**src/edf_pkg.sv**
```systemverilog
`default_nettype none

package edf_pkg;

    localparam int MAX_JOBS = 64;
    localparam int DAY_BITS = 16;
    localparam int ID_BITS  = (MAX_JOBS > 1) ? $clog2(MAX_JOBS) : 1;
    localparam int CNT_BITS = $clog2(MAX_JOBS + 1);

    localparam logic [1:0] ACT_LOAD   = 2'd0;
    localparam logic [1:0] ACT_TICK   = 2'd1;
    localparam logic [1:0] ACT_FINISH = 2'd2;

    localparam logic KIND_ASSIGN  = 1'b0;
    localparam logic KIND_VERDICT = 1'b1;

    typedef enum logic [1:0] {
        S_IDLE,
        S_SCAN,
        S_UPDATE,
        S_EMIT
    } t_state;

endpackage

`default_nettype wire

```
**src/edf_ifs.sv**
```systemverilog
`default_nettype none

// Job transaction channel.
interface edf_in_if;
    logic                          valid;
    logic                          ready;
    logic [1:0]                    action;
    logic [edf_pkg::DAY_BITS-1:0]  release_day;
    logic [edf_pkg::DAY_BITS-1:0]  deadline_day;
    logic [edf_pkg::DAY_BITS-1:0]  duration;

    modport source (output valid, action, release_day, deadline_day, duration,
                    input ready);
    modport sink   (input valid, action, release_day, deadline_day, duration,
                    output ready);
endinterface

// Result transaction channel.
interface edf_out_if;
    logic                          valid;
    logic                          ready;
    logic                          result_kind;
    logic [edf_pkg::DAY_BITS-1:0]  day_number;
    logic [edf_pkg::CNT_BITS-1:0]  job_number;
    logic                          deadline_missed;
    logic                          feasible;

    modport source (output valid, result_kind, day_number, job_number,
                    deadline_missed, feasible, input ready);
    modport sink   (input valid, result_kind, day_number, job_number,
                    deadline_missed, feasible, output ready);
endinterface

// Configuration write channel: day limit register.
interface edf_cfg_if;
    logic                          valid;
    logic                          ready;
    logic [edf_pkg::DAY_BITS-1:0]  day_limit;

    modport source (output valid, day_limit, input ready);
    modport sink   (input valid, day_limit, output ready);
endinterface

`default_nettype wire

```
**src/edf_unit_slot_scheduler_core.sv**
```systemverilog
`default_nettype none

// Earliest-deadline-first scheduler for unit day slots. A load transaction
// (action 0) stores a job's release day, deadline and duration under the next
// id (1, 2, ...); a load past the table capacity is dropped and sets the
// sticky failure. A tick transaction (action 1) advances the day and walks
// the job table once through a single comparator, one entry per cycle from
// the table's registered read port, to find the released unfinished job with
// the earliest deadline (ties to the smaller id). After the walk, the update
// state charges the slot to that job and the emit state hands the result to
// the output register, waiting there while the output is blocked. The input
// is ready again in the same cycle as the result goes valid. Ticks at or past
// the day limit or on the last day of the range, and action 3, are dropped
// with no result. A finish transaction (action 2) passes through the emit
// state to the output register with the verdict, from a running count of
// unfinished jobs and the sticky failure, and the input is ready again with
// the result. The input is ready only while no transaction is in progress; the
// output register holds one result, so a new transaction is taken while the
// last result still waits downstream. The day limit register may be written at
// any time the block is idle; it resets to zero, which makes every tick a no-op.
module edf_unit_slot_scheduler_core (
    input  wire          i_clk,
    input  wire          i_rst_n,
    edf_cfg_if.sink      i_cfg,
    edf_in_if.sink       i_job,
    edf_out_if.source    o_res
);

    localparam int ID_BITS  = edf_pkg::ID_BITS;
    localparam int CNT_BITS = edf_pkg::CNT_BITS;
    localparam int DAY_BITS = edf_pkg::DAY_BITS;

    // Job table: one entry per loaded job, written on load, remaining also on
    // each charged slot. Read data is registered.
    logic [DAY_BITS-1:0] mem_rel [edf_pkg::MAX_JOBS];
    logic [DAY_BITS-1:0] mem_dl  [edf_pkg::MAX_JOBS];
    logic [DAY_BITS-1:0] mem_rem [edf_pkg::MAX_JOBS];

    edf_pkg::t_state r_state, n_state;

    logic [DAY_BITS-1:0] r_day_limit;
    logic [DAY_BITS-1:0] r_day, n_day;
    logic [CNT_BITS-1:0] r_total, n_total;
    logic [CNT_BITS-1:0] r_unfinished, n_unfinished;
    logic                r_failed, n_failed;

    // Scan pipeline: issue address, then compare the registered entry.
    logic [CNT_BITS-1:0] r_idx, n_idx;
    logic                r_chk, n_chk;
    logic [ID_BITS-1:0]  r_chk_idx, n_chk_idx;
    logic                r_found, n_found;
    logic [ID_BITS-1:0]  r_best_idx, n_best_idx;
    logic [DAY_BITS-1:0] r_best_dl, n_best_dl;
    logic [DAY_BITS-1:0] r_best_rem, n_best_rem;

    // Pending result, moved to the output register when it is free.
    logic                r_pend_kind, n_pend_kind;
    logic [CNT_BITS-1:0] r_pend_job, n_pend_job;
    logic                r_pend_ok, n_pend_ok;

    logic                r_out_valid, n_out_valid;
    logic                r_out_kind, n_out_kind;
    logic [DAY_BITS-1:0] r_out_day, n_out_day;
    logic [CNT_BITS-1:0] r_out_job, n_out_job;
    logic                r_out_missed, n_out_missed;
    logic                r_out_ok, n_out_ok;

    logic [DAY_BITS-1:0] r_rd_rel, r_rd_dl, r_rd_rem;
    logic [ID_BITS-1:0]  rd_addr;

    logic                wr_ld_en;
    logic                wr_rem_en;
    logic [ID_BITS-1:0]  wr_addr;
    logic [DAY_BITS-1:0] wr_rem;

    logic                job_acc;
    logic                out_free;
    logic                issue;
    logic                take;

    assign i_cfg.ready = 1'b1;
    assign i_job.ready = (r_state == edf_pkg::S_IDLE);
    assign job_acc     = i_job.valid && i_job.ready;
    assign out_free    = !r_out_valid || o_res.ready;

    assign o_res.valid           = r_out_valid;
    assign o_res.result_kind     = r_out_kind;
    assign o_res.day_number      = r_out_day;
    assign o_res.job_number      = r_out_job;
    assign o_res.deadline_missed = r_out_missed;
    assign o_res.feasible        = r_out_ok;

    assign rd_addr = r_idx[ID_BITS-1:0];
    assign issue   = (r_idx < r_total);

    // Shared compare unit: released, unfinished, strictly earlier deadline.
    assign take = (r_rd_rem != '0) && (r_rd_rel <= r_day)
               && (!r_found || (r_rd_dl < r_best_dl));

    always_comb begin
        n_state      = r_state;
        n_day        = r_day;
        n_total      = r_total;
        n_unfinished = r_unfinished;
        n_failed     = r_failed;
        n_idx        = r_idx;
        n_chk        = 1'b0;
        n_chk_idx    = r_chk_idx;
        n_found      = r_found;
        n_best_idx   = r_best_idx;
        n_best_dl    = r_best_dl;
        n_best_rem   = r_best_rem;
        n_pend_kind  = r_pend_kind;
        n_pend_job   = r_pend_job;
        n_pend_ok    = r_pend_ok;
        n_out_valid  = r_out_valid && !o_res.ready;
        n_out_kind   = r_out_kind;
        n_out_day    = r_out_day;
        n_out_job    = r_out_job;
        n_out_missed = r_out_missed;
        n_out_ok     = r_out_ok;
        wr_ld_en     = 1'b0;
        wr_rem_en    = 1'b0;
        wr_addr      = r_total[ID_BITS-1:0];
        wr_rem       = i_job.duration;

        unique case (r_state)
            edf_pkg::S_IDLE: begin
                if (job_acc) begin
                    unique case (i_job.action)
                        edf_pkg::ACT_LOAD: begin
                            if (r_total >= CNT_BITS'(edf_pkg::MAX_JOBS)) begin
                                n_failed = 1'b1;
                            end else begin
                                wr_ld_en  = 1'b1;
                                wr_rem_en = 1'b1;
                                n_total   = r_total + CNT_BITS'(1);
                                if (i_job.duration != '0) begin
                                    n_unfinished = r_unfinished + CNT_BITS'(1);
                                end
                            end
                        end
                        edf_pkg::ACT_TICK: begin
                            // Drop ticks at the limit or at the top of the day range.
                            if ((r_day < r_day_limit) && (r_day != '1)) begin
                                n_day   = r_day + DAY_BITS'(1);
                                n_idx   = '0;
                                n_found = 1'b0;
                                n_state = edf_pkg::S_SCAN;
                            end
                        end
                        edf_pkg::ACT_FINISH: begin
                            n_pend_kind = edf_pkg::KIND_VERDICT;
                            n_pend_job  = '0;
                            n_pend_ok   = !r_failed && (r_unfinished == '0);
                            n_state     = edf_pkg::S_EMIT;
                        end
                        default: begin
                        end
                    endcase
                end
            end
            edf_pkg::S_SCAN: begin
                if (issue) begin
                    n_idx     = r_idx + CNT_BITS'(1);
                    n_chk     = 1'b1;
                    n_chk_idx = rd_addr;
                end
                if (r_chk && take) begin
                    n_found    = 1'b1;
                    n_best_idx = r_chk_idx;
                    n_best_dl  = r_rd_dl;
                    n_best_rem = r_rd_rem;
                end
                if (!issue && !r_chk) begin
                    n_state = edf_pkg::S_UPDATE;
                end
            end
            edf_pkg::S_UPDATE: begin
                n_pend_kind = edf_pkg::KIND_ASSIGN;
                n_pend_ok   = 1'b0;
                n_pend_job  = '0;
                if (r_found) begin
                    wr_rem_en  = 1'b1;
                    wr_addr    = r_best_idx;
                    wr_rem     = r_best_rem - DAY_BITS'(1);
                    n_pend_job = CNT_BITS'(r_best_idx) + CNT_BITS'(1);
                    if (r_best_dl < r_day) begin
                        n_failed = 1'b1;
                    end
                    if (r_best_rem == DAY_BITS'(1)) begin
                        n_unfinished = r_unfinished - CNT_BITS'(1);
                    end
                end
                n_state = edf_pkg::S_EMIT;
            end
            edf_pkg::S_EMIT: begin
                // Hold the result until the output register frees up.
                if (out_free) begin
                    n_out_valid  = 1'b1;
                    n_out_kind   = r_pend_kind;
                    n_out_day    = r_day;
                    n_out_job    = r_pend_job;
                    n_out_missed = r_failed;
                    n_out_ok     = r_pend_ok;
                    n_state      = edf_pkg::S_IDLE;
                end
            end
            default: begin
                n_state = edf_pkg::S_IDLE;
            end
        endcase
    end

    always_ff @(posedge i_clk) begin
        if (!i_rst_n) begin
            r_state      <= edf_pkg::S_IDLE;
            r_day_limit  <= '0;
            r_day        <= '0;
            r_total      <= '0;
            r_unfinished <= '0;
            r_failed     <= 1'b0;
            r_idx        <= '0;
            r_chk        <= 1'b0;
            r_found      <= 1'b0;
            r_out_valid  <= 1'b0;
        end else begin
            r_state      <= n_state;
            if (i_cfg.valid && i_cfg.ready) begin
                r_day_limit <= i_cfg.day_limit;
            end
            r_day        <= n_day;
            r_total      <= n_total;
            r_unfinished <= n_unfinished;
            r_failed     <= n_failed;
            r_idx        <= n_idx;
            r_chk        <= n_chk;
            r_found      <= n_found;
            r_out_valid  <= n_out_valid;
        end
    end

    always_ff @(posedge i_clk) begin
        r_chk_idx    <= n_chk_idx;
        r_best_idx   <= n_best_idx;
        r_best_dl    <= n_best_dl;
        r_best_rem   <= n_best_rem;
        r_pend_kind  <= n_pend_kind;
        r_pend_job   <= n_pend_job;
        r_pend_ok    <= n_pend_ok;
        r_out_kind   <= n_out_kind;
        r_out_day    <= n_out_day;
        r_out_job    <= n_out_job;
        r_out_missed <= n_out_missed;
        r_out_ok     <= n_out_ok;
    end

    // Job table write and registered read.
    always_ff @(posedge i_clk) begin
        if (wr_ld_en) begin
            mem_rel[wr_addr] <= i_job.release_day;
            mem_dl[wr_addr]  <= i_job.deadline_day;
        end
        if (wr_rem_en) begin
            mem_rem[wr_addr] <= wr_rem;
        end
        r_rd_rel <= mem_rel[rd_addr];
        r_rd_dl  <= mem_dl[rd_addr];
        r_rd_rem <= mem_rem[rd_addr];
    end

    a_total_bound: assert property (@(posedge i_clk) disable iff (!i_rst_n)
        (r_total <= CNT_BITS'(edf_pkg::MAX_JOBS)) && (r_unfinished <= r_total))
        else $error("job counters out of range");

    a_failed_sticky: assert property (@(posedge i_clk) disable iff (!i_rst_n)
        r_failed |=> r_failed)
        else $error("failure flag cleared");

    a_scan_bound: assert property (@(posedge i_clk) disable iff (!i_rst_n)
        (r_state == edf_pkg::S_SCAN) |-> (r_idx <= r_total))
        else $error("scan index past job count");

    a_pick_known: assert property (@(posedge i_clk) disable iff (!i_rst_n)
        (r_state == edf_pkg::S_UPDATE && r_found) |->
            (CNT_BITS'(r_best_idx) < r_total) && (r_best_rem != '0))
        else $error("chosen job not a live table entry");

    a_day_step: assert property (@(posedge i_clk) disable iff (!i_rst_n)
        (r_state == edf_pkg::S_IDLE && job_acc && i_job.action == edf_pkg::ACT_TICK
            && r_day < r_day_limit) |=> (r_day == $past(r_day) + DAY_BITS'(1)))
        else $error("day did not advance on tick");

endmodule

`default_nettype wire

```
**src/flat_wrapper.sv**
```systemverilog
// flat-port wrapper written by rule: the top's interface ports become plain ports
module edf_unit_slot_scheduler_core_flat 
  (i_clk, i_rst_n, i_cfg_valid, i_cfg_day_limit, i_cfg_ready, i_job_valid, i_job_action, i_job_release_day, i_job_deadline_day, i_job_duration, i_job_ready, o_res_valid, o_res_result_kind, o_res_day_number, o_res_job_number, o_res_deadline_missed, o_res_feasible, o_res_ready);
  edf_cfg_if i_cfg_i ();
  edf_in_if i_job_i ();
  edf_out_if o_res_i ();
  input  wire i_clk;
  input  wire i_rst_n;
  input wire logic [$bits(i_cfg_i.valid)-1:0] i_cfg_valid;
  input wire logic [$bits(i_cfg_i.day_limit)-1:0] i_cfg_day_limit;
  output wire logic [$bits(i_cfg_i.ready)-1:0] i_cfg_ready;
  input wire logic [$bits(i_job_i.valid)-1:0] i_job_valid;
  input wire logic [$bits(i_job_i.action)-1:0] i_job_action;
  input wire logic [$bits(i_job_i.release_day)-1:0] i_job_release_day;
  input wire logic [$bits(i_job_i.deadline_day)-1:0] i_job_deadline_day;
  input wire logic [$bits(i_job_i.duration)-1:0] i_job_duration;
  output wire logic [$bits(i_job_i.ready)-1:0] i_job_ready;
  output wire logic [$bits(o_res_i.valid)-1:0] o_res_valid;
  output wire logic [$bits(o_res_i.result_kind)-1:0] o_res_result_kind;
  output wire logic [$bits(o_res_i.day_number)-1:0] o_res_day_number;
  output wire logic [$bits(o_res_i.job_number)-1:0] o_res_job_number;
  output wire logic [$bits(o_res_i.deadline_missed)-1:0] o_res_deadline_missed;
  output wire logic [$bits(o_res_i.feasible)-1:0] o_res_feasible;
  input wire logic [$bits(o_res_i.ready)-1:0] o_res_ready;
  assign i_cfg_i.valid = i_cfg_valid;
  assign i_cfg_i.day_limit = i_cfg_day_limit;
  assign i_cfg_ready = i_cfg_i.ready;
  assign i_job_i.valid = i_job_valid;
  assign i_job_i.action = i_job_action;
  assign i_job_i.release_day = i_job_release_day;
  assign i_job_i.deadline_day = i_job_deadline_day;
  assign i_job_i.duration = i_job_duration;
  assign i_job_ready = i_job_i.ready;
  assign o_res_valid = o_res_i.valid;
  assign o_res_result_kind = o_res_i.result_kind;
  assign o_res_day_number = o_res_i.day_number;
  assign o_res_job_number = o_res_i.job_number;
  assign o_res_deadline_missed = o_res_i.deadline_missed;
  assign o_res_feasible = o_res_i.feasible;
  assign o_res_i.ready = o_res_ready;
  edf_unit_slot_scheduler_core u_core (.i_clk(i_clk), .i_rst_n(i_rst_n), .i_cfg(i_cfg_i), .i_job(i_job_i), .o_res(o_res_i));
endmodule
```
**config.mk**
```make
export PLATFORM = sky130hd
export DESIGN_NAME = edf_unit_slot_scheduler_core_flat
export DESIGN_NICKNAME = d
export VERILOG_FILES = /design/src/edf_pkg.sv /design/src/edf_ifs.sv /design/src/edf_unit_slot_scheduler_core.sv /design/src/flat_wrapper.sv
export SDC_FILE = /design/constraint.sdc
export NUM_CORES = 2
export LEC_CHECK = 0
export BUFFER_PORTS_ARGS = -buffer_cell sky130_fd_sc_hd__buf_2
export CAP_MARGIN = 10
export CORE_MARGIN = 5
export CORE_UTILIZATION = 40
export CTS_CLUSTER_DIAMETER = 30
export DETAILED_ROUTE_END_ITERATION = 10
export PLACE_DENSITY_LB_ADDON = 0.12
export SLEW_MARGIN = 30
export SYNTH_ARGS = -nofsm -noshare
export SYNTH_HDL_FRONTEND = slang
export SYNTH_SLANG_ARGS = --single-unit
```
**constraint.sdc**
```tcl
create_clock -name i_clk -period 5.85 [get_ports i_clk]
set_input_delay 1.17 -clock i_clk [delete_from_list [all_inputs] [get_ports i_clk]]
set_output_delay 1.17 -clock i_clk [all_outputs]
set_load 0.005 [all_outputs]
```
==> impl_metrics.ini <==
[detailed_routing]
top_layer = met5
vias = 62000
dr.pass1.iters = 6
via_per_inst = 5.66
wl_met2_um = 159000
drc = 0
wl_met3_um = 30600
wl_per_cell_um = 32.8
drt_iter0_drc = 6951
drt_wl_total_um = 359000
ant_nets = 0
met1Wirelength_um = 161000

[clock_network]
clk_latency_ns = 1.01
cts_resized = 0
cts_setup_buffers = 0
cts_tree = done
cts_sinks = 3258
cts_root_buf = clkbuf_16
hold_buffers = 0
htreeDepth = 6
cts.path.max_buffers = 4
clkTransAtPathRegs_ns = 0.04
cts_made_buffers = 663

[synth]
async_flop_share_pct = 0
yosys_most_used_dff = edfxtp_1
ys_seq_area_share_pct = 77.0
avgSynthCellArea_sq_um = 22.9
ys_seq_elements = 3258
syn_area_sq_mm = 0.126
synth_edf_count = 3151
yosys_warnings = 0
ys_types = 58
synthCells = 5495
syn-num-nets = 5653

[place]
port_buffers = 98
place_hpwl_um = 215000
dpl.cell_count = 9677
pre_cts_ws_ns = 1.01
place_congestion = 0.796
placed_area_sq_mm = 0.133

[min_path]
holdCritPathClass = input pin to flop
whs_path_depth = 3

[critical_path]
critPathKind = flop to flop
cp-start-kind = flop
cp_max_fo = 18
path_common_cell = buf_4
worstPathCellList = inv_1 -> ha_1 -> and2_1 -> o21ai_0 -> nand2_2 -> buf_4 -> nor2_4 -> buf_4
worst_path_max_delay_cell = o21ai_0
reg2reg_depth = 8
end_kind = flop
slowest_delay_ns = 0.91
cp.arrival_ns = 5.12
worstPathRequired_ns = 6.52

[finish]
area_growth_pct = 24.8
finish.utilization_pct = 50.2
fin_nets = 6371
final.fill_count = 24800
final_cells = 11000
layout-drive-gt1-share_pct = 37.0
final_area_sq_mm = 0.157

[floorplanning]
die_w_um = 571
ioPinCount = 100
core_area_sq_mm = 0.312
die_h_um = 571
placementRows = 205
fp.dieArea_sq_mm = 0.326
start_util_pct = 40.2

[grt]
grt_pass1_vias = 62400
track_usage_pct = 21.8
grt_overflow_total = 0
antenna_found_initial = 53
grt_max_degree = 87
grt_pass1_wl_um = 498000

[timing]
slew-limit-headroom_pct = 29.9
finalSetupViolations = 0
min_period_over_period_pct = 76.1
slew_violations = 0
worst_pin_slew_ns = 1.05
hold_violations = 0
tns_ns = 0
timing.fmax_mhz = 225
fin_ws_ns = 1.40
rsz0062_at_grt = false
post-route-min-period_ns = 4.45
finClkSkew_ns = 0.0469

[job]
drv_cap = 0

[status]
status = finished clean

[power_and_ir_drop]
peakVddDrop_mv = 0.274
p_per_area_mw_per_mm2 = 417
p_leak_nw = 49.1
-- Yosys cell counts, types with 7 or more instances --
cell / instances / area, sq um
nand4_1: 18 / 113
nor4_1: 15 / 93.8
ha_1: 86 / 1080
a211oi_1: 67 / 503
o21ai_0: 38 / 190
a21oi_1: 110 / 551
buf_1: 36 / 135
xnor2_1: 20 / 175
nor3_1: 15 / 75.1
clkbuf_1: 139 / 522
or4_1: 13 / 97.6
buf_6: 8 / 90.1
inv_1: 70 / 263
mux4_2: 944 / 21300
nor2b_1: 71 / 444
or3_1: 10 / 62.6
a21o_1: 12 / 90.1
o31ai_1: 17 / 128
buf_2: 91 / 455
xor2_1: 8 / 70.1
edfxtp_1: 3151 / 94600
nand2_1: 79 / 297
a31oi_1: 7 / 43.8
dfxtp_1: 107 / 2140
nand3_1: 26 / 130
mux2i_1: 84 / 841
nor2_1: 189 / 709
-- cells by family after synthesis --
| kind of cell | count (synthesis) | share of synthesized area, % |
|---|---|---|
| AOI/OAI and AO/OA | 281 | 1.40 |
| xor gates and xnor gates | 28 | 0.195 |
| other | 1 | 0.00298 |
| adders and majority gates | 87 | 0.872 |
| buffers and inverters | 349 | 1.20 |
| DFF | 3258 | 77.0 |
| muxes | 1029 | 17.6 |
| and+or+nand+nor | 462 | 1.75 |
-- worst max-delay path, delay by kind of cell (launching register included) --
kind	cells	cell delay (ns)
buffers and inverters	3	0.95
AO/OA/AOI/OAI	1	0.91
AND/OR/NAND/NOR	3	1.64
flip-flops	1	0.38
adder cells (fa/ha/maj)	1	0.21
-- cell usage in the layout, fill, tap and decap left out, drive strengths merged, types with 4 or more instances in the layout --
master | synthesis | routed
a31oi | 7 | 7
xor2 | 8 | 8
mux2i | 84 | 84
mux4 | 944 | 944
nand2 | 79 | 79
buf | 140 | 332
clkinvlp | 0 | 96
or3 | 10 | 10
a211o | 5 | 5
nor3 | 15 | 15
and3 | 4 | 4
ha | 86 | 86
o31ai | 17 | 17
clkinv | 0 | 265
dfxtp | 107 | 107
o21ai | 39 | 39
nor4 | 15 | 15
a211oi | 67 | 67
diode | 0 | 24
nor2 | 189 | 189
nand3b | 5 | 5
xnor2 | 20 | 20
or4 | 13 | 13
o211ai | 4 | 4
and2 | 4 | 4
a21oi | 111 | 111
bufinv | 0 | 92
nand2b | 5 | 5
nand4 | 18 | 18
nand3 | 26 | 26
clkbuf | 139 | 743
nor2b | 71 | 71
a21o | 12 | 12
edfxtp | 3151 | 3151
inv | 70 | 114
-- power breakdown --
group / leakage, nW / switching [W] / total (W) / internal [W]
clock: 11.0 / 0.0129 / 0.0382 / 0.0253
combinational: 8.87 / 0.00107 / 0.00147 / 0.000396
sequential: 29.2 / 0.0000790 / 0.0258 / 0.0258
-- layer usage --
| layer | track usage, % | up-vias |
|---|---|---|
| li1 | - | 25100 |
| met1 | 33.5 | 33600 |
| met2 | 31.4 | 2666 |
| met3 | 5.25 | 531 |
| met4 | 5.42 | 6 |
| met5 | 0 | - |
-- registers in the layout, indices dropped and copies added, names as in the netlist, 7 cells and up --
name / cells
u_core.r_best_dl: 16
u_core.mem_rel: 1024
u_core.r_pend_job: 7
u_core.o_res.day_number: 16
u_core.r_rd_rel: 16
u_core.r_total: 7
u_core.mem_dl: 1024
u_core.r_unfinished: 7
u_core.r_day_limit: 16
u_core.r_rd_rem: 16
u_core.r_day: 16
u_core.mem_rem: 1024
u_core.r_rd_dl: 16
u_core.o_res.job_number: 7
u_core.r_best_rem: 16
u_core.r_idx: 7
-- worst paths after layout --
check	to	slack, ns	from
max	u_core.mem_dl[11][8]$_DFFE_PP_	1.40	u_core.r_state[0]$_SDFFE_PN0P_
min	u_core.r_day_limit[1]$_SDFFE_PN0P_	0.40	i_cfg_day_limit[1]
max reg2reg	u_core.mem_dl[11][8]$_DFFE_PP_	1.40	u_core.r_state[0]$_SDFFE_PN0P_
min reg2reg	u_core.o_res.feasible$_DFFE_PP_	0.41	u_core.r_pend_ok$_SDFFCE_PP0P_
-- cell type report --
type                       instances  area (sq um)  share of cell area, %
antenna                           24          60.1                 0.0383
clock buffer                     743         17100                   10.9
clock inverter                   497          6120                   3.90
inverter                          70           263                  0.168
multi-input combinational       1888         28300                   18.1
sequential                      3258         96800                   61.7
tap                             4140          5180                   3.30
timing repair buffer             332          3030                   1.93
-- metrics by stage --
stage / hold WS (ns) / power, W
floorplan: 0.400 / 0.0269
global placement: 0.402 / 0.0277
detailed placement: 0.405 / 0.0277
CTS: 0.302 / 0.0660
global route: 0.353 / 0.0674
finish: 0.403 / 0.0655
(Power assumes the default switching activity.)
